`src/rtl/core/assert_macros.svh`:
```
// assertion macros for the rtl files
`ifndef ASSERT_MACROS_SVH
`define ASSERT_MACROS_SVH

// condition holds at every clock edge out of reset
`define ASSERT_ALWAYS(lbl, cond, msg) \
	lbl: assert property (@(posedge clk) disable iff (!arst_n) (cond)) else $error(msg);

// antecedent implies consequent in the same cycle
`define ASSERT_IMPLIES(lbl, ante, cons, msg) \
	lbl: assert property (@(posedge clk) disable iff (!arst_n) (ante) |-> (cons)) \
		else $error(msg);

// antecedent implies consequent in the next cycle
`define ASSERT_NEXT(lbl, ante, cons, msg) \
	lbl: assert property (@(posedge clk) disable iff (!arst_n) (ante) |=> (cons)) \
		else $error(msg);

`endif

```
`src/rtl/core/cvf_pkg.sv`:
```
// types, constants and helpers of the 3x3 window filter
package cvf_pkg;

	localparam int unsigned MAX_WIDTH_DEF  = 1024;
	localparam int unsigned MAX_HEIGHT_DEF = 1024;

	localparam int unsigned CFG_DATA_W  = 24;
	localparam int unsigned CFG_INDEX_W = 3;
	localparam int unsigned SIZE_REG_W  = 11;

	localparam logic [SIZE_REG_W-1:0] RST_WIDTH  = 11'd640;
	localparam logic [SIZE_REG_W-1:0] RST_HEIGHT = 11'd480;
	localparam logic [23:0] RST_WEIGHTS_TOP    = 24'h000000;
	localparam logic [23:0] RST_WEIGHTS_MIDDLE = 24'h001000;
	localparam logic [23:0] RST_WEIGHTS_BOTTOM = 24'h000000;

	localparam int unsigned MIN_SIZE = 3;

	typedef enum logic [CFG_INDEX_W-1:0] {
		CFG_IMAGE_WIDTH    = 3'd0,
		CFG_IMAGE_HEIGHT   = 3'd1,
		CFG_WEIGHTS_TOP    = 3'd2,
		CFG_WEIGHTS_MIDDLE = 3'd3,
		CFG_WEIGHTS_BOTTOM = 3'd4
	} cfg_index_t;

	typedef struct packed {
		logic [7:0] pixel_in;
		logic       frame_start;
	} in_word_t;

	typedef struct packed {
		logic [7:0] pixel_out;
		logic       row_end;
		logic       frame_end;
	} out_word_t;

	// per-pixel tags worked out at accept time
	typedef struct packed {
		logic prod;
		logic row_end;
		logic frame_end;
	} pos_flags_t;

	// [row][column][bit], top row and left column at index 0
	typedef logic [2:0][2:0][7:0] kern_t;
	typedef logic [2:0][2:0][7:0] win_t;

	function automatic int unsigned sat_size(logic [SIZE_REG_W-1:0] v, int unsigned hi);
		int unsigned x;
		x = int'(v);
		if (x < MIN_SIZE) return MIN_SIZE;
		if (x > hi) return hi;
		return x;
	endfunction

endpackage

```
`src/rtl/core/cvf_mac.sv`:
```
// weighted sum of the window, clamp, and result register
module cvf_mac (
	input  logic                clk,
	input  logic                arst_n,
	input  logic                adv,
	input  logic                valid_s2,
	input  cvf_pkg::pos_flags_t flags_s2,
	input  cvf_pkg::win_t       win,
	input  cvf_pkg::kern_t      kern,
	output logic                res_valid,
	output cvf_pkg::out_word_t  res_word
);
	import cvf_pkg::*;

	logic signed [16:0] prod_s3 [3][3];
	logic               valid_s3;
	pos_flags_t         flags_s3;

	logic signed [18:0] rsum_s4 [3];
	logic               valid_s4;
	pos_flags_t         flags_s4;

	logic signed [19:0] total;
	logic [7:0]         clamped;

	always_comb begin
		total = 20'(rsum_s4[0]) + 20'(rsum_s4[1]) + 20'(rsum_s4[2]);
		// sum is in sixteenths: drop the fraction, clip to a byte
		if (total <= 20'sd0) begin
			clamped = 8'd0;
		end else if (total[19:4] > 16'd255) begin
			clamped = 8'd255;
		end else begin
			clamped = total[11:4];
		end
	end

	always_ff @(posedge clk or negedge arst_n) begin
		if (!arst_n) begin
			valid_s3  <= 1'b0;
			valid_s4  <= 1'b0;
			res_valid <= 1'b0;
		end else if (adv) begin
			valid_s3  <= valid_s2;
			valid_s4  <= valid_s3;
			res_valid <= valid_s4;
		end
	end

	always_ff @(posedge clk) begin
		if (adv && valid_s2) begin
			flags_s3 <= flags_s2;
			for (int i = 0; i < 3; i++) begin
				for (int k = 0; k < 3; k++) begin
					prod_s3[i][k] <= 17'($signed(kern[i][k])) *
						17'($signed({1'b0, win[i][k]}));
				end
			end
		end
		if (adv && valid_s3) begin
			flags_s4 <= flags_s3;
			for (int i = 0; i < 3; i++) begin
				rsum_s4[i] <= 19'(prod_s3[i][0]) + 19'(prod_s3[i][1]) +
					19'(prod_s3[i][2]);
			end
		end
		if (adv && valid_s4) begin
			res_word.pixel_out <= clamped;
			res_word.row_end   <= flags_s4.row_end;
			res_word.frame_end <= flags_s4.frame_end;
		end
	end

endmodule

```
`config.mk`:
```
export PLATFORM = sky130hd
export DESIGN_NAME = cvf_mac
export DESIGN_NICKNAME = d
export VERILOG_FILES = /design/src/rtl/core/assert_macros.svh /design/src/rtl/core/cvf_pkg.sv /design/src/rtl/core/cvf_mac.sv
export SDC_FILE = /design/constraint.sdc
export NUM_CORES = 2
export LEC_CHECK = 0
export BUFFER_PORTS_ARGS = -buffer_cell sky130_fd_sc_hd__clkbuf_2
export CAP_MARGIN = 5
export CORE_MARGIN = 2
export CORE_UTILIZATION = 43
export DETAILED_ROUTE_END_ITERATION = 7
export GPL_ROUTABILITY_DRIVEN = 0
export MAX_ROUTING_LAYER = met4
export SLEW_MARGIN = 20
export SYNTH_ARGS = -nofsm -noshare
export SYNTH_HDL_FRONTEND = slang
export SYNTH_SLANG_ARGS = --single-unit
```
`constraint.sdc`:
```
create_clock -name clk -period 4.3 [get_ports clk]
set_input_delay 0.43 -clock clk [delete_from_list [all_inputs] [get_ports clk]]
set_output_delay 0.43 -clock clk [all_outputs]
set_load 0.01 [all_outputs]
```
* Word level (Yosys, flattened, before mapping) *
Memories as Yosys holds them, arrays and structs flattened.
Cells that the tools add are included.

storage, ports and cells
  register bits = 17
  output and inout port bits = 11
  memories kept = 2
  word-level logic and storage cells = 39
  bits of input ports = 151
  RAM bits = 210

operators by class
  $mul = 9
  $add $sub $neg = 8
  reduce and logical (&&, ||, !) cells = 3
  multiplexer cells = 5
  magnitude comparators = 2

memory list
  name     words  width  read ports  clocked after memory_dff  write ports  line           RTL
  prod_s3  3      51     3           0                         3            cvf_mac.sv:15  logic signed [16:0] prod_s3 [3][3];
  rsum_s4  3      19     3           0                         3            cvf_mac.sv:19  logic signed [18:0] rsum_s4 [3];

operators with widths
  cell                                                                                number
  8-bit by 9-bit multiplier with 17-bit output                                        9
  18-bit by 17-bit adder with 19-bit output                                           3
  17-bit by 17-bit adder with 18-bit output                                           3
  19-bit by 19-bit adder with 20-bit output                                           1
  20-bit by 19-bit adder with 20-bit output                                           1
  20-bit by 1-bit less-or-equal comparator with 1-bit output (second input constant)  1
  16-bit by 8-bit > comparator with 1-bit output (second input constant)              1
  8-bit two-way mux                                                                   1
  1-bit two-way mux                                                                   4
  1-bit logical AND                                                                   3

* Logic depth before layout (Yosys ltp) *
An unclocked memory read counts as a cell.

  depth in word-level cells = 5
  gate-level depth with buffers = 20
  depth with buffers taken out = 20

* Worst setup path before layout *
No wires, ideal clock.

  path type = input to register
  start = in adv
  end = reg flags_s3[0] (netlist name) (enable)
  stages = 1
  setup time = 0.533 ns
  required time = 3.767 ns
  setup slack = -0.197 ns
  arrival time = 3.965 ns
  buffers on the path = 0
  cell sequence = and2_1

between the ends
  word-level cells in the longest chain between the ends = 1

ends and longest elaborated chain
  element               line           RTL
  from (decl)           cvf_mac.sv:5   input logic adv,
  1-bit logical AND     cvf_mac.sv:51  if (adv && valid_s2) begin
  to (signal assigned)  cvf_mac.sv:52  flags_s3 <= flags_s2;
  to (decl)             cvf_mac.sv:17  pos_flags_t flags_s3;

No other way between the ends.
A chain may end at the register's enable or synchronous reset.

==> results.toml <==
[layout]
num-nets-final = 4526
areaGrowthSynthToFinish_pct = 17.6
design_area_mm2 = 0.0363
num-fill-cells = 6601
final-instance-count-excl-fill = 4479
multiInputGateArea_mm2 = 0.0220
ff_latch_area_mm2 = 0.00680
drive_gt1_share_pct = 16.2

[synth]
synth_top_area_cell = "sky130_fd_sc_hd__fa_1"
mappedNetlistNets = 4010
synth.yosys.seq_area_share_pct = 22.0
async_reset_ff_share_pct = 1.32
synth.cells.most_frequent = "sky130_fd_sc_hd__inv_1, sky130_fd_sc_hd__ha_1, sky130_fd_sc_hd__fa_1, sky130_fd_sc_hd__and2_1, sky130_fd_sc_hd__edfxtp_1"
synthDistinctLibCells = 63
synth.yosys.warnings = 0
synth_seq_cells = 227
synth.top_cells.by_area = "sky130_fd_sc_hd__fa_1, sky130_fd_sc_hd__edfxtp_1, sky130_fd_sc_hd__ha_1"
synthesis.area_mm2 = 0.0309
yosys.cell_count.top_type = "sky130_fd_sc_hd__inv_1"
syn_avg_cell_area_um2 = 10.3
synth_top_flop_cell = "sky130_fd_sc_hd__edfxtp_1"
netlist.area_leader.share_pct = 26.4
cells_after_synth = 2996
synth_edf_count = 224

[clock_tree]
clock_insertion_delay_worst_skew_ns = 0.54
cts_buffer_depth = 3
cts_tree = "done"
clock-root-buffer = "sky130_fd_sc_hd__clkbuf_16"
clk_pin_slew_worst_paths_ns = 0.06
cts.sinks = 227
tritoncts.num_buffers = 26
postCtsSetupRepairBufs = 0
clock_tree.htree_level_count = 1

[place]
buffers_on_ports = 160
placedInstanceArea_mm2 = 0.0354
place.detailed.hpwl_um = 54500
placedCellCount = 4433

[timing]
fin_worst_hold_slack_ns = 0.0921
max_slew_margin_pct = 53.7
period_minus_slack_ns = 4.04
rsz0062_at_grt = "false"
fin_crit_sh_pct = 94.1
clock_skews_ns = 0.0139
slew_viol_final = 0
final-hold-violation-count = 0
setup-tns-final_ns = 0
setup_viol = 0
worstMarginPinSlew_ns = 0.695
maxClockFrequency_mhz = 247

[drt]
drtAntennaViolNets = 0
routed-via-count = 21400
drt_pre_antenna_iters = 5
viasPerCell = 4.78
initialDrtViolationCount = 954
totalWireLength_um = 63100
count_of_unresolved_drc_violations_after_routing = 0
drt-wirelength-per-cell_um = 14.1

[die]
design.die.area_mm2 = 0.0739
coreArea_mm2 = 0.0712
io_pins = 162
die_w_um = 272
die_h_um = 272
initial_utilization_pct = 43.3
floorplan.rows = 98

[power]
power_report.internal_total_mw = 13.0
power.static_leakage_nw = 17.8
switching_share_pct = 43.1
design_power_total_mw = 22.9
worst_ir_drop_vdd_uv = 497
power_switching_mw = 9.89
pwrdens_mw_per_mm2 = 632
share_comb_of_total_power_pct = 70.5
seqPwrFrac_pct = 19.7
clkPwrFrac_pct = 9.8

[worst_setup_path]
reg2reg_slack_ns = 0.46
cpMostUsedCell = "sky130_fd_sc_hd__fa_1"
cp_slowest_stage_delay_ns = 0.55
critPathKind = "input port to register"
setup.worst_path.start_class = "input port"
worstPathRequired_ns = 4.58
cp-end-kind = "register"
crit_path_cell_trace = "clkbuf_2 -> nand2_1 -> fa_1 -> fa_1 -> inv_1 -> fa_1 -> inv_1 -> fa_1 -> inv_1 -> ha_4 -> o21ai_0 -> nand2_1 -> a21o_1 -> a31o_2 -> a41o_1 -> o41ai_2 -> xnor2_1"
crit_slowest_cell = "sky130_fd_sc_hd__fa_1"
critical_path_peak_fanout = 7
worstPathArrival_ns = 4.32
worst-r2r-cell-count = 12

[grt]
grtUsageTotal_pct = 18.6
grt_pass1_wl_um = 110000
number_of_antenna_violations_at_the_first_check_in_global_routing = 1
first_global_vias = 22600
grt_max_degree = 83
globalRouteOverflowTotal = 0

[hold_path]
timing.hold.worst.class = "input port to register"
holdPathStages = 1

[status]
outcome = "finished clean"

[flow_run]
count_of_max_cap_constraint_violations = 0
power groups by stage:
stage / sequential, mW / combinational, mW / clock (mW)
2_1_floorplan: 4.38 / 11.7 / 0
3_3_place_gp: 4.58 / 16.0 / 0
3_5_place_dp: 4.57 / 16.1 / 0
4_1_cts: 4.54 / 16.3 / 2.31
5_1_grt: 4.61 / 18.5 / 2.40
6_report: 4.52 / 16.2 / 2.25
final timing paths:
| check | start | to |
|---|---|---|
| worst max-delay path | kern[2] | prod_s3[0][50] |
| worst min-delay path | flags_s2[1] | flags_s3[1] |
| worst max register to register | rsum_s4[0][39] | res_word[8] |
| worst min register to register | flags_s3[1] | flags_s4[1] |
| max in group asynchronous | arst_n | valid_s3 |
| min in group asynchronous | arst_n | res_valid |
timing repair:
action / 4_1_cts / 5_1_grt
setup endpoints to repair: 0 / 3
hold buffers: 1 / 0
hold endpoints to repair: 3 / 0
gates resized for setup: 0 / 4
metrics by stage:
step	util [%]	setup slack [ns]
final	50.9	0.256
after global routing	50.9	0.00586
after CTS	50.9	0.191
after detailed placement	49.7	-0.384
after global placement	49.7	-0.343
after floorplan	-	0.0120
state kept, by name, indices dropped and copies added, names as in the netlist:
name / cells
valid_s3: 1
valid_s4: 1
rsum_s4: 57
res_valid: 1
res_word: 10
flags_s3: 2
flags_s4: 2
prod_s3: 153
layout make-up:
cell class / instances / share of cell area (%)
repair buffers: 492 / 9.12
flip-flops and latches: 227 / 18.8
clock inverters: 15 / 0.476
clock buffers: 29 / 1.88
well taps: 950 / 3.28
inverters: 558 / 5.78
diodes: 1 / 0.00690
multi-input cells: 2207 / 60.7
cell usage in the layout (no fill, tap or decap), types with 5 or more instances in the layout:
cell                        instances
sky130_fd_sc_hd__a211oi_1           7
sky130_fd_sc_hd__a21o_1            34
sky130_fd_sc_hd__a21oi_1           93
sky130_fd_sc_hd__a31o_2             7
sky130_fd_sc_hd__a31oi_1            5
sky130_fd_sc_hd__a41o_1             5
sky130_fd_sc_hd__a41oi_1            8
sky130_fd_sc_hd__and2_1           359
sky130_fd_sc_hd__and3_1            11
sky130_fd_sc_hd__buf_4            330
sky130_fd_sc_hd__clkbuf_16         27
sky130_fd_sc_hd__clkbuf_2         160
sky130_fd_sc_hd__clkinv_1           6
sky130_fd_sc_hd__edfxtp_1         224
sky130_fd_sc_hd__fa_1             407
sky130_fd_sc_hd__ha_1             454
sky130_fd_sc_hd__inv_1            557
sky130_fd_sc_hd__nand2_1          204
sky130_fd_sc_hd__nand2b_1          34
sky130_fd_sc_hd__nand3_1           27
sky130_fd_sc_hd__nor2_1           134
sky130_fd_sc_hd__nor2b_1           35
sky130_fd_sc_hd__nor3_1            31
sky130_fd_sc_hd__nor4_1             8
sky130_fd_sc_hd__o211ai_1          15
sky130_fd_sc_hd__o21a_1            30
sky130_fd_sc_hd__o21ai_0           44
sky130_fd_sc_hd__o21bai_1          12
sky130_fd_sc_hd__o31ai_1            5
sky130_fd_sc_hd__o41ai_1            5
sky130_fd_sc_hd__o41ai_2            8
sky130_fd_sc_hd__or2_2              7
sky130_fd_sc_hd__or3_1             13
sky130_fd_sc_hd__xnor2_1          120
sky130_fd_sc_hd__xor2_1            33
metal layers:
layer / wire [um] / part of all wire (%) / GRT usage (%) / up-vias
li1: - / - / - / 10800
met1: 29300 / 46 / 24.4 / 10400
met2: 31100 / 49 / 31.6 / 218
met3: 1610 / 2.6 / 1.93 / 61
met4: 1050 / 1.7 / 3.07 / 0
met5: 0 / 0 / - / -
critical path, delay by kind of cell:
family | cells | cell delay [ns]
compound gates | 5 | 1.02
xor+xnor | 1 | 0.12
fa+ha+maj | 5 | 2.22
buf+inv | 4 | 0.34
simple gates | 2 | 0.19
cells by family after synthesis:
kind of cell / share of synthesized area, %
and+or+nand+nor: 14.9
adders and majority gates: 44.9
buffers and inverters: 6.89
AOI/OAI and AO/OA: 6.80
DFF: 22.0
xor gates and xnor gates: 4.34
muxes: 0.174
No activity file was read; power rests on OpenSTA's default activity.
