===== config.mk =====
export PLATFORM = sky130hd
export DESIGN_NAME = cvf_pos
export DESIGN_NICKNAME = d
export VERILOG_FILES = /design/src/rtl/core/assert_macros.svh /design/src/rtl/core/cvf_pkg.sv /design/src/rtl/core/cvf_pos.sv
export SDC_FILE = /design/constraint.sdc
export NUM_CORES = 1
export LEC_CHECK = 0
export ABC_AREA = 1
export BUFFER_PORTS_ARGS = -buffer_cell sky130_fd_sc_hd__buf_2
export CORE_MARGIN = 1
export CORE_UTILIZATION = 40
export CTS_CLUSTER_SIZE = 16
export DETAILED_ROUTE_END_ITERATION = 10
export HOLD_SLACK_MARGIN = 0.08
export SYNTH_ARGS = -nofsm -noshare
export SYNTH_HDL_FRONTEND = slang
export SYNTH_SLANG_ARGS = --single-unit

===== constraint.sdc =====
create_clock -name clk -period 9.34 [get_ports clk]
set_input_delay 0.467 -clock clk [delete_from_list [all_inputs] [get_ports clk]]
set_output_delay 0.467 -clock clk [all_outputs]
set_load 0.01 [all_outputs]

===== src/rtl/core/assert_macros.svh =====
// assertion macros for the rtl files
`ifndef ASSERT_MACROS_SVH
`define ASSERT_MACROS_SVH

// condition holds at every clock edge out of reset
`define ASSERT_ALWAYS(lbl, cond, msg) \
	lbl: assert property (@(posedge clk) disable iff (!arst_n) (cond)) else $error(msg);

// antecedent implies consequent in the same cycle
`define ASSERT_IMPLIES(lbl, ante, cons, msg) \
	lbl: assert property (@(posedge clk) disable iff (!arst_n) (ante) |-> (cons)) \
		else $error(msg);

// antecedent implies consequent in the next cycle
`define ASSERT_NEXT(lbl, ante, cons, msg) \
	lbl: assert property (@(posedge clk) disable iff (!arst_n) (ante) |=> (cons)) \
		else $error(msg);

`endif


===== src/rtl/core/cvf_pkg.sv =====
// types, constants and helpers of the 3x3 window filter
package cvf_pkg;

	localparam int unsigned MAX_WIDTH_DEF  = 1024;
	localparam int unsigned MAX_HEIGHT_DEF = 1024;

	localparam int unsigned CFG_DATA_W  = 24;
	localparam int unsigned CFG_INDEX_W = 3;
	localparam int unsigned SIZE_REG_W  = 11;

	localparam logic [SIZE_REG_W-1:0] RST_WIDTH  = 11'd640;
	localparam logic [SIZE_REG_W-1:0] RST_HEIGHT = 11'd480;
	localparam logic [23:0] RST_WEIGHTS_TOP    = 24'h000000;
	localparam logic [23:0] RST_WEIGHTS_MIDDLE = 24'h001000;
	localparam logic [23:0] RST_WEIGHTS_BOTTOM = 24'h000000;

	localparam int unsigned MIN_SIZE = 3;

	typedef enum logic [CFG_INDEX_W-1:0] {
		CFG_IMAGE_WIDTH    = 3'd0,
		CFG_IMAGE_HEIGHT   = 3'd1,
		CFG_WEIGHTS_TOP    = 3'd2,
		CFG_WEIGHTS_MIDDLE = 3'd3,
		CFG_WEIGHTS_BOTTOM = 3'd4
	} cfg_index_t;

	typedef struct packed {
		logic [7:0] pixel_in;
		logic       frame_start;
	} in_word_t;

	typedef struct packed {
		logic [7:0] pixel_out;
		logic       row_end;
		logic       frame_end;
	} out_word_t;

	// per-pixel tags worked out at accept time
	typedef struct packed {
		logic prod;
		logic row_end;
		logic frame_end;
	} pos_flags_t;

	// [row][column][bit], top row and left column at index 0
	typedef logic [2:0][2:0][7:0] kern_t;
	typedef logic [2:0][2:0][7:0] win_t;

	function automatic int unsigned sat_size(logic [SIZE_REG_W-1:0] v, int unsigned hi);
		int unsigned x;
		x = int'(v);
		if (x < MIN_SIZE) return MIN_SIZE;
		if (x > hi) return hi;
		return x;
	endfunction

endpackage


===== src/rtl/core/cvf_pos.sv =====
// column and row position counters, valid-window tags
module cvf_pos #(
	parameter int unsigned MAX_WIDTH  = cvf_pkg::MAX_WIDTH_DEF,
	parameter int unsigned MAX_HEIGHT = cvf_pkg::MAX_HEIGHT_DEF
) (
	input  logic                            clk,
	input  logic                            arst_n,
	input  logic                            accept,
	input  logic                            frame_start,
	input  logic [$clog2(MAX_WIDTH):0]      width,
	input  logic [$clog2(MAX_HEIGHT):0]     height,
	output logic [$clog2(MAX_WIDTH)-1:0]    col,
	output cvf_pkg::pos_flags_t             flags
);
	import cvf_pkg::*;

	localparam int unsigned CW = $clog2(MAX_WIDTH);
	localparam int unsigned RW = $clog2(MAX_HEIGHT);

	logic [CW-1:0] col_q;
	logic [RW-1:0] row_q;

	logic [CW:0] c_raw, c0, cn;
	logic [RW:0] r_raw, r_inc, r0, rn, r_next;
	logic        wrap_c, last_col;

	always_comb begin
		c_raw  = frame_start ? '0 : {1'b0, col_q};
		r_raw  = frame_start ? '0 : {1'b0, row_q};
		// a position left beyond a shrunk size wraps first
		wrap_c = (c_raw >= width);
		c0     = wrap_c ? '0 : c_raw;
		r_inc  = wrap_c ? r_raw + (RW+1)'(1) : r_raw;
		r0     = (r_inc >= height) ? '0 : r_inc;
		cn       = c0 + (CW+1)'(1);
		rn       = r0 + (RW+1)'(1);
		last_col = (cn == width);
		r_next   = last_col ? ((rn >= height) ? '0 : rn) : r0;
	end

	always_comb begin
		col             = c0[CW-1:0];
		flags.prod      = (r0 >= (RW+1)'(2)) && (c0 >= (CW+1)'(2));
		flags.row_end   = last_col;
		flags.frame_end = last_col && (rn == height);
	end

	always_ff @(posedge clk or negedge arst_n) begin
		if (!arst_n) begin
			col_q <= '0;
			row_q <= '0;
		end else if (accept) begin
			col_q <= last_col ? '0 : cn[CW-1:0];
			row_q <= r_next[RW-1:0];
		end
	end

endmodule


* Word level (Yosys, flattened, before mapping)
Index checks and enable logic that the tools add are counted.
** Operators by class
- Mux-type cells :: 8
- Equality and inequality tests :: 2
- Add/sub/neg operators :: 3
- Reductions and logical operators :: 2
- Magnitude comparators :: 5
** Operators by type and width (number)
- 10-bit 2-to-1 mux :: 6
- 10-bit by 1-bit adder with 11-bit output, second input constant :: 2
- 11-bit == test :: 2
- 11-bit greater-or-equal comparator :: 2
- 11-bit 2-to-1 mux :: 2
- 11-bit by 1-bit adder with 11-bit output, second input constant :: 1
- 10-bit by 11-bit greater-or-equal comparator with 1-bit output :: 1
- 11-bit by 2-bit greater-or-equal comparator with 1-bit output, second input constant :: 1
- 10-bit by 2-bit greater-or-equal comparator with 1-bit output, second input constant :: 1
- 1-bit logical AND :: 2
** Storage, ports and cells
- Word-level logic and storage cells :: 22
- Input bits :: 26
- Flip-flop bits (word level) :: 20

* Longest topological paths before layout
Gate-level depths: netlist (run 1).
- Word-level depth :: 9
- Gate-level depth with buffers :: 43
- Mapped depth without buffers :: 41

* Worst setup path after synthesis (run 1)
OpenSTA, ideal clock, no wires.
- Path type :: input-to-reg
- Start :: in frame_start
- End :: reg row_q[8]
- Slack :: 3703 ps
- Stages on the path :: 39
- Library setup time :: 66 ps
- Arrival time :: 5572 ps
- Path through :: buf_4 -> buf_6 -> nor2_1 -> ha_1 -> nand2_1 -> nor2_4 -> nand2_2 -> inv_1 -> nand2_2 -> nand2_2 -> buf_2 -> nand4_1 -> nor2_1 -> nand3_1 -> nor3b_1 -> ha_1 -> a21oi_1 -> o21a_1 -> [3 not listed] -> inv_1 -> ha_1 -> nand3_1 -> nor3_1 -> nand4_1 -> o21ai_0 -> ha_1 -> nand2_1 -> inv_1 -> nand4_1 -> o2111ai_1 -> a31oi_1 -> clkinv_1 -> nor2_1 -> nand2_1 -> nand2_1 -> nand2_1 -> nand2_1
** On the way
- Longest elaborated chain between the ends :: 9
- Elaborated cells on any way between the ends :: 14
** RTL lines
- start: declaration :: line cvf_pos.sv:9 : input logic frame_start,
- 10-bit 2-to-1 mux, on equally long branches :: line cvf_pos.sv:29, cvf_pos.sv:28
- 10-bit by 1-bit adder with 11-bit output / 10-bit by 11-bit greater-or-equal comparator with 1-bit output (equally long branches) :: line cvf_pos.sv:33, cvf_pos.sv:31
- 11-bit 2-to-1 mux :: line cvf_pos.sv:33 : r_inc = wrap_c ? r_raw + (RW+1)'(1) : r_raw;
- 11-bit greater-or-equal comparator :: line cvf_pos.sv:34 : r0 = (r_inc >= height) ? '0 : r_inc;
- 11-bit 2-to-1 mux :: line cvf_pos.sv:34
- 11-bit by 1-bit adder with 11-bit output :: line cvf_pos.sv:36 : rn = r0 + (RW+1)'(1);
- 11-bit greater-or-equal comparator :: line cvf_pos.sv:38 : r_next = last_col ? ((rn >= height) ? '0 : rn) : r0;
- 10-bit 2-to-1 mux :: line cvf_pos.sv:38
- 10-bit 2-to-1 mux * :: line cvf_pos.sv:38
- end signal: assignment :: line cvf_pos.sv:54 : row_q <= r_next[RW-1:0];
- end: declaration :: line cvf_pos.sv:21 : logic [RW-1:0] row_q;
Every way passes the cells marked *; elsewhere a longest branch is shown, timed or not.
A chain may end at the register's enable or synchronous reset.

==> results by group, run 1 <==
STA
  • Skew final: 0.009279 ns
  • Final period util: 0.7319
  • RSZ-0062 raised after global routing: false
  • Slew margin rel.: 0.6252
  • Worst Max-Slew Pin Slew: 0.5623 ns
  • Hold Fails Final Rpt: 0
  • Final Max Tran Viols: 0
  • Final setup fails: 0
  • Sum of negative setup slack: 0 ns
  • Final Critical Period: 6.836 ns
  • Fmax: 146.3 MHz

Synth
  • Synthesized instance count: 611
  • Seq/Total Area, Yosys: 0.1441
  • Ys Warns: 0
  • Post-synthesis cell type count: 39
  • Mapped Nets: 674
  • Yosys reg bits: 20
  • Cell area after synthesis: 3472 um^2
  • Ys flop type: dfrtp_1
  • Ys async rst share: 1.000
  • Number of synthesized flops with an enable pin: 0
  • Syn Area/Cell: 5.683 um^2

Placement
  • Buffers added on ports: 38
  • GPL Wtd Cong: 0.9542
  • Post-DP HPWL: 8856 um
  • Post-DP Area: 3724 um^2

CTS
  • Post CTS Setup Buffer Count: 0
  • Clock sink total: 20
  • Num CTS Buffers: 3
  • Clock Latency Late Sink: 0.26 ns
  • Post-cts sizing count: 0
  • Hold buffer count at CTS: 0
  • H-tree Lvls: 1
  • CTS tree: yes
  • Clock Pin Slew Worst Setup and Hold Paths: 0.08 ns
  • Maximum clock path buffer count: 2
  • Clock root buffer: clkbuf_8

Worst setup path
  • Worst Setup End Kind: output port
  • Critical path class: primary input to output port
  • CP Launch Point: frame_start
  • Critical Path AT: 6.37 ns
  • CP startpoint kind: primary input
  • Most used cell along the critical path: nand3_1
  • Worst-path fanout max: 17
  • Setup crit end: flags[0]
  • Crit-path slowest cell: nor2_1
  • Worst reg2reg path depth: 37
  • Crit-path max cell delay: 0.42 ns
  • Reg2reg end: row_q[4]
  • FF-to-FF setup slack: 2.60 ns
  • RR Startpoint: col_q[7]
  • CP required: 8.87 ns

Cells and area
  • Layout overhead on the synthesized area: 8.829%
  • Diode count: 0
  • Post-Layout Inst Area: 3779 um^2
  • Fraction of layout cells with a size suffix above 1: 0.1151
  • Multi-input logic area: 2491 um^2
  • Nets: 707
  • FILL cells: 924
  • Register area: 500.5 um^2

Global route
  • Initial antenna violation count: 0
  • Largest net degree at the start of global routing: 30
  • First-pass GRT wire length: 17050 um
  • GRT overflow: 0
  • Number of global-route vias before repair: 3429
  • GR Util All Layers: 0.2428

Power
  • Max VDD drop: 0.00004913 V
  • Static Leak: 0.002259 uW
  • PnR Total Power: 221.6 uW
  • PwrDens: 58.65 nW/um^2

Routing
  • Final WL: 10570 um
  • ANT nets after route: 0
  • Initial DRC count: 289
  • DR pass1 iterations: 5
  • DRC viols: 0
  • Routed len/inst: 14.13 um
  • Vias: 3918
  • Via density: 5.238

Floorplan
  • Die footprint: 9056 um^2
  • Core ar.: 8299 um^2
  • Die Span X: 95.17 um
  • Row count: 33
  • Starting Density: 0.4184
  • Die Y: 95.17 um
  • Boundary Pins: 39

Job
  • # Max-Cap Violations: 0

Outcome
  • Outcome: finished clean

Hold path
  • Hold crit path type: primary input to async pin
[critical path: cells and delay by family]
kind / cells / cell delay, ns
compound gates: 2 / 0.30
xor+xnor: 1 / 0.26
fa+ha+maj: 4 / 1.21
buf+inv: 5 / 0.83
simple gates: 18 / 3.27
[cell families (layout without fill, tap and decap cells)]
| family | count (synthesis) | in the layout | share of synthesized area |
|---|---|---|---|
| buffers and inverters | 119 | 151 | 0.1384 |
| AND/OR/NAND/NOR | 379 | 379 | 0.4814 |
| AO/OA/AOI/OAI | 47 | 47 | 0.08000 |
| XOR/XNOR | 9 | 9 | 0.02270 |
| adder cells (fa/ha/maj) | 37 | 37 | 0.1333 |
| flip-flops | 20 | 20 | 0.1441 |
[worst min path at each step]
stage               startpoint       end  slack, ns  cells after the start
floorplan               arst_n  col_q[0]       0.17                      0
global route            arst_n  row_q[0]       0.17                      1
detailed placement      arst_n  col_q[9]       0.46                      1
finish                  arst_n  row_q[0]       0.15                      1
global placement        arst_n  col_q[9]       0.46                      1
CTS                     arst_n  col_q[9]       0.17                      1
[flip-flops by register name, indices dropped and copies added, names as in the netlist]
name / cells
col_q: 10
row_q: 10
[per-stage QoR]
stage / utilization / worst slack (ns) / std cells / hold slack [ns]
after global routing: 0.4553 / 1.926 / 748 / 0.1701
after detailed placement: 0.4487 / 2.401 / 744 / 0.4584
final: 0.4553 / 2.504 / 748 / 0.1504
after CTS: 0.4553 / 2.642 / 748 / 0.1712
after floorplan: - / 3.703 / 611 / 0.1714
after global placement: 0.4487 / 2.514 / 744 / 0.4611
[where the power goes]
part           internal [uW]  switching (uW)  total, uW  leakage (uW)
clock                   37.6            30.0       67.5     0.0000288
combinational           21.1            43.2       64.3       0.00196
sequential              88.6            1.19       89.7      0.000275
total                    147            74.4        222       0.00226
[layout by cell type (no fill, tap or decap), types with 2 or more instances in the layout]
cell type  count
a21oi_1       13
buf_2         38
clkbuf_8       4
dfrtp_1       20
ha_1          37
inv_1        102
inv_2          5
nand2_1      195
nand2_2        8
nand3_1       62
nand3_2        3
nand4_1       15
nor2_1        70
nor2_2         8
nor2_4         3
nor3_1         6
nor4_1         4
o21ai_0       14
o21ai_1        5
o22ai_1        7
xnor2_1        2
xor2_1         7
[routing by layer]
layer	wire (um)	global-route usage	share of wire
met1	5109	0.3632	0.48
met2	4592	0.3726	0.43
met3	755	0.02711	0.071
met4	113	0.04545	0.011
met5	0	0	0
[area by class of cell]
cell class | count | share of cell area
repair buffers | 38 | 0.05033
inverters | 109 | 0.1086
well taps | 105 | 0.03477
clock buffers | 4 | 0.01457
flip-flops and latches | 20 | 0.1325
multi-input cells | 472 | 0.6593
[Yosys cell counts (4+ instances only)]
cell type | number | area (um^2)
nor2_1 | 70 | 262.8
nand4_1 | 15 | 93.84
o22ai_1 | 7 | 43.79
a21oi_1 | 13 | 65.06
inv_1 | 102 | 382.9
nand3_1 | 62 | 310.3
inv_2 | 5 | 18.77
nand2_1 | 195 | 732.0
nand2_2 | 8 | 50.05
o21ai_1 | 5 | 25.02
nor3_1 | 6 | 30.03
nor2_2 | 8 | 50.05
nor4_1 | 4 | 25.02
ha_1 | 37 | 462.9
xor2_1 | 7 | 61.31
o21ai_0 | 14 | 70.07
dfrtp_1 | 20 | 500.5
No activity file was read; power rests on OpenSTA's default activity.
==> inputs of run 2 (changes only) <==
==> constraint.sdc (replaced) <==
create_clock -name clk -period 5.9 [get_ports clk]
set_input_delay 0.295 -clock clk [delete_from_list [all_inputs] [get_ports clk]]
set_output_delay 0.295 -clock clk [all_outputs]
set_load 0.01 [all_outputs]
==> results by group, run 2 (synthesis results as in run 1) <==
STA
  • Final period util: 0.9415
  • RSZ-0062 raised after global routing: true
  • Worst Max-Slew Pin Slew: 0.5610 ns
  • Hold Fails Final Rpt: 0
  • Final Critical Period: 5.555 ns
  • Skew final: 0.01140 ns
  • Final Max Tran Viols: 0
  • Final setup fails: 0
  • Slew margin rel.: 0.6260
  • Final worst setup slack: 0.3451 ns
  • Hold Worst Slack: 0.4832 ns
  • Fmax: 180.0 MHz

Placement
  • GPL Wtd Cong: 0.9931
  • Buffers added on ports: 38
  • Post-DP Area: 3844 um^2
  • Dpl cells: 760
  • Dpl ws: -0.1536 ns
  • Post-DP HPWL: 8873 um

Cells and area
  • Fraction of layout cells with a size suffix above 1: 0.2057
  • FILL cells: 863
  • Fin cells: 776
  • Nets: 735
  • Post-Layout Inst Area: 4244 um^2
  • Diode count: 0
  • Layout overhead on the synthesized area: 22.23%
  • Commonest non-fill, non-tap cell in the layout: nand2_1
  • Most frequent cells in the layout: nand2_1, inv_1, nor2_1
  • Top flop regs: col_q (10), row_q (10)

Floorplan
  • Starting Density: 0.4184
  • Die Y: 95.17 um
  • Row count: 33
  • Core ar.: 8299 um^2
  • Die Span X: 95.17 um
  • Boundary Pins: 39
  • Die footprint: 9056 um^2

Worst setup path
  • Crit-path slowest cell: dfrtp_1
  • CP startpoint kind: flop
  • Worst Setup End Kind: output port
  • Buf/Inv on CP: 8
  • CP required: 5.61 ns
  • Critical path class: flop to output port
  • Worst-path fanout max: 5
  • Delay-heaviest family, CP: simple AND/OR/NAND/NOR gates
  • Most used cell along the critical path: nand2_1
  • Crit-path max cell delay: 0.33 ns
  • Critical Path AT: 5.26 ns

Power
  • PnR Total Power: 397.2 uW
  • Static Leak: 0.002447 uW
  • PwrDens: 93.59 nW/um^2
  • Max VDD drop: 0.00006189 V

Routing
  • Routed len/inst: 14.31 um
  • DRC viols: 0
  • Final WL: 11110 um
  • ANT nets after route: 0
  • Initial DRC count: 228
  • Vias: 4074
  • DR pass1 iterations: 5
  • Via density: 5.250

CTS
  • CTS tree: yes
  • Clock root buffer: clkbuf_8
  • Num CTS Buffers: 3
  • Clock Pin Slew Worst Setup and Hold Paths: 0.09 ns
  • Clock sink total: 20
  • H-tree Lvls: 1
  • Maximum clock path buffer count: 2
  • Clock Latency Late Sink: 0.27 ns

Global route
  • Initial antenna violation count: 0
  • Largest net degree at the start of global routing: 30
  • First-pass GRT wire length: 17610 um
  • Number of global-route vias before repair: 3745
  • GR Util All Layers: 0.2495
  • GRT overflow: 0

Hold path
  • Hold crit path type: flop to flop

Outcome
  • Outcome: finished clean

Job
  • # Max-Cap Violations: 0
==> run 2: cell types whose count changed in the layout (fill, tap and decap cells not counted), sizes merged <==
cell / before / now
buf: 38 / 64
clkbuf: 4 / 3
dlygate4sd3: 0 / 1
bufinv: 0 / 2
==> run 2: worst paths after layout <==
path | slack (ns) | to | cells past startpoint | startpoint
worst max register to register | 0.42 | row_q[5] | 36 | col_q[5]
min in group asynchronous | 0.51 | row_q[1] | 2 | arst_n
worst min register to register | 0.48 | row_q[4] | 2 | row_q[4]
worst max-delay path | 0.35 | flags[0] | 33 | col_q[5]
worst min-delay path | 0.48 | row_q[4] | 2 | row_q[4]
max in group asynchronous | 5.05 | col_q[0] | 2 | arst_n
==> run 2: through the flow <==
step	util	TNS [ns]
floorplan	-	0
global placement	0.4631	0
detailed placement	0.4631	-1.018
finish	0.5114	0
global route	0.5114	-0.3660
CTS	0.4737	0
==> run 2: timing repair <==
| action | in CTS | in global routing |
|---|---|---|
| gates cloned | 0 | 1 |
| hold buffers | 1 | 0 |
| pin swaps | 0 | 19 |
| gates resized for setup | 2 | 50 |
| setup endpoints to repair | 10 | 11 |
| buffers inserted | 0 | 10 |
| hold endpoints to repair | 20 | 0 |
==> run 2: tightest hold or removal path, stage by stage (launching register included) <==
cell	delay [ns]
dfrtp_1	0.34
nand2_1	0.05
nand2_1	0.06
==> run 2: power by group <==
group	switching, uW	total (uW)	internal (uW)
Clock	51.6	142	90.7
Sequential	1.85	142	140
Combinational	73.7	113	39.2
Total	127	397	270
==> run 2: cell type report <==
cell class	count	area, um^2	share of cell area
Multi-Input combinational cell	472	2713	0.6392
Sequential cell	20	500.5	0.1179
Inverter	109	424.2	0.09994
Timing Repair Buffer	65	399.1	0.09404
Tap cell	105	131.4	0.03096
Clock buffer	3	41.29	0.009729
Clock inverter	1	30.03	0.007075
Timing Repair inverter	1	5.005	0.001179
==> run 2: routing by layer <==
metal / GRT usage / wire length (um)
met1: 0.3570 / 5430
met4: 0.06439 / 235
met5: 0 / 0
met2: 0.3988 / 4838
met3: 0.02233 / 603
==> inputs of run 3 (changes only) <==
--- a/config.mk
+++ b/config.mk
@@ -7,11 +7,12 @@
 export LEC_CHECK = 0
 export ABC_AREA = 1
 export BUFFER_PORTS_ARGS = -buffer_cell sky130_fd_sc_hd__buf_2
+export CORE_ASPECT_RATIO = 0.8
 export CORE_MARGIN = 1
 export CORE_UTILIZATION = 40
 export CTS_CLUSTER_SIZE = 16
 export DETAILED_ROUTE_END_ITERATION = 10
-export HOLD_SLACK_MARGIN = 0.08
+export HOLD_SLACK_MARGIN = 0.1
 export SYNTH_ARGS = -nofsm -noshare
 export SYNTH_HDL_FRONTEND = slang
 export SYNTH_SLANG_ARGS = --single-unit
==> results by group, run 3 (synthesis results as in run 1) <==
CTS
  • Maximum clock path buffer count: 2
  • Clock root buffer: clkbuf_8
  • Clock sink total: 20
  • Num CTS Buffers: 3
  • Clock Latency Late Sink: 0.27 ns
  • H-tree Lvls: 1
  • Clock Pin Slew Worst Setup and Hold Paths: 0.09 ns
  • CTS tree: yes

Global route
  • GR Util All Layers: 0.2466
  • Met3 Use GR: 0.03610
  • GRT overflow: 0
  • Met2 Track Usage GR: 0.3695
  • Initial antenna violation count: 0
  • Number of global-route vias before repair: 3562
  • GRT met1 Usage: 0.3790
  • Largest net degree at the start of global routing: 30
  • First-pass GRT wire length: 17610 um
  • Top Usage Layer GRT: met1

STA
  • Final worst setup slack: 0.2204 ns
  • Worst Max-Slew Pin Slew: 0.7127 ns
  • Final setup fails: 0
  • Hold Fails Final Rpt: 0
  • Slew margin rel.: 0.5205
  • Fmax: 176.1 MHz
  • Final period util: 0.9626
  • Skew final: 0.004571 ns
  • Final Max Tran Viols: 0
  • Final Critical Period: 5.680 ns

Cells and area
  • Nets: 741
  • Top flop regs: col_q (10), row_q (10)
  • Most frequent cells in the layout: nand2_1, inv_1, nor2_1
  • Finished Core Util: 0.4999
  • Diode count: 0
  • Commonest non-fill, non-tap cell in the layout: nand2_1
  • Fin cells: 789
  • Layout overhead on the synthesized area: 21.59%
  • FILL cells: 908
  • Fraction of layout cells with a size suffix above 1: 0.2038

Floorplan
  • Die Y: 85.33 um
  • Die Span X: 106.2 um
  • Die footprint: 9059 um^2
  • Starting Density: 0.4111
  • Core ar.: 8446 um^2
  • Boundary Pins: 39
  • Row count: 30

Worst setup path
  • Critical Path AT: 5.38 ns
  • Worst Setup End Kind: output port
  • Critical path class: flop to output port
  • CP required: 5.61 ns
  • CP startpoint kind: flop
  • Crit-path max cell delay: 0.38 ns
  • Worst-path fanout max: 7
  • Crit-path slowest cell: dfrtp_1

Outcome
  • Outcome: finished clean

Placement
  • Dpl ws: -0.2756 ns
  • GPL Wtd Cong: 0.9290
  • Dpl cells: 775
  • Buffers added on ports: 38
  • Post-DP HPWL: 9195 um

Routing
  • Via density: 5.153
  • DR pass1 iterations: 5
  • DRC viols: 0
  • Routed len/inst: 14.36 um
  • Initial DRC count: 267
  • ANT nets after route: 0
  • Final WL: 11330 um
  • Vias: 4066

Power
  • PnR Total Power: 399.1 uW
  • Max VDD drop: 0.0001042 V
  • Static Leak: 0.002477 uW
  • PwrDens: 94.53 nW/um^2

Job
  • # Max-Cap Violations: 0

Hold path
  • Hold crit path type: flop to flop
run 3: routing by layer:
| metal | share of wire | vias up |
|---|---|---|
| li1 | - | 2071 |
| met1 | 0.50 | 1824 |
| met2 | 0.41 | 159 |
| met3 | 0.079 | 12 |
| met4 | 0.012 | 0 |
| met5 | 0 | - |
run 3: repair_timing:
action | CTS | global route
setup endpoints to repair | 10 | 11
gates cloned | 0 | 1
resized for setup | 2 | 39
hold buffers | 1 | 0
setup buffers | 0 | 8
hold endpoints to repair | 20 | 0
pin swaps | 0 | 17
run 3: layout make-up:
class / count / area, um^2 / area share
Timing Repair Buffer: 71 / 444.2 / 0.1052
Clock buffer: 3 / 41.29 / 0.009781
Sequential cell: 20 / 500.5 / 0.1186
Inverter: 109 / 410.4 / 0.09721
Timing Repair inverter: 1 / 5.005 / 0.001186
Multi-Input combinational cell: 472 / 2650 / 0.6277
Clock inverter: 1 / 30.03 / 0.007113
Tap cell: 112 / 140.1 / 0.03319
run 3: worst max-delay path, delay by kind of cell (launching register included):
kind,cells,cell delay [ns]
adder cells (fa/ha/maj),4,1.11
AND/OR/NAND/NOR,19,2.71
XOR/XNOR,1,0.23
buffers and inverters,7,0.66
flip-flops,1,0.38
run 3: final timing paths:
check                           slack (ns)  startpoint        to  cells after the start
worst max-delay path                  0.22    col_q[9]  flags[0]                     31
worst min-delay path                  0.49    row_q[6]  row_q[6]                      2
worst max register to register        0.25    col_q[9]  row_q[8]                     38
worst min register to register        0.49    row_q[6]  row_q[6]                      2
max in group asynchronous             5.07      arst_n  col_q[4]                      2
min in group asynchronous             0.50      arst_n  row_q[7]                      2
run 3: metrics by stage:
step	hold WS, ns	instance area [um^2]	TNS (ns)
final	0.4862	4222	0
after detailed placement	0.2831	3913	-2.134
after floorplan	-0.0005911	3472	0
after global placement	0.2774	3913	-0.5414
after global routing	0.5337	4222	-0.8224
after CTS	0.4948	4001	0
run 3: power breakdown:
group          internal, uW  switching [uW]
Sequential              140            1.71
Combinational          37.5            71.8
Clock                  90.9            57.0
Total                   269             130
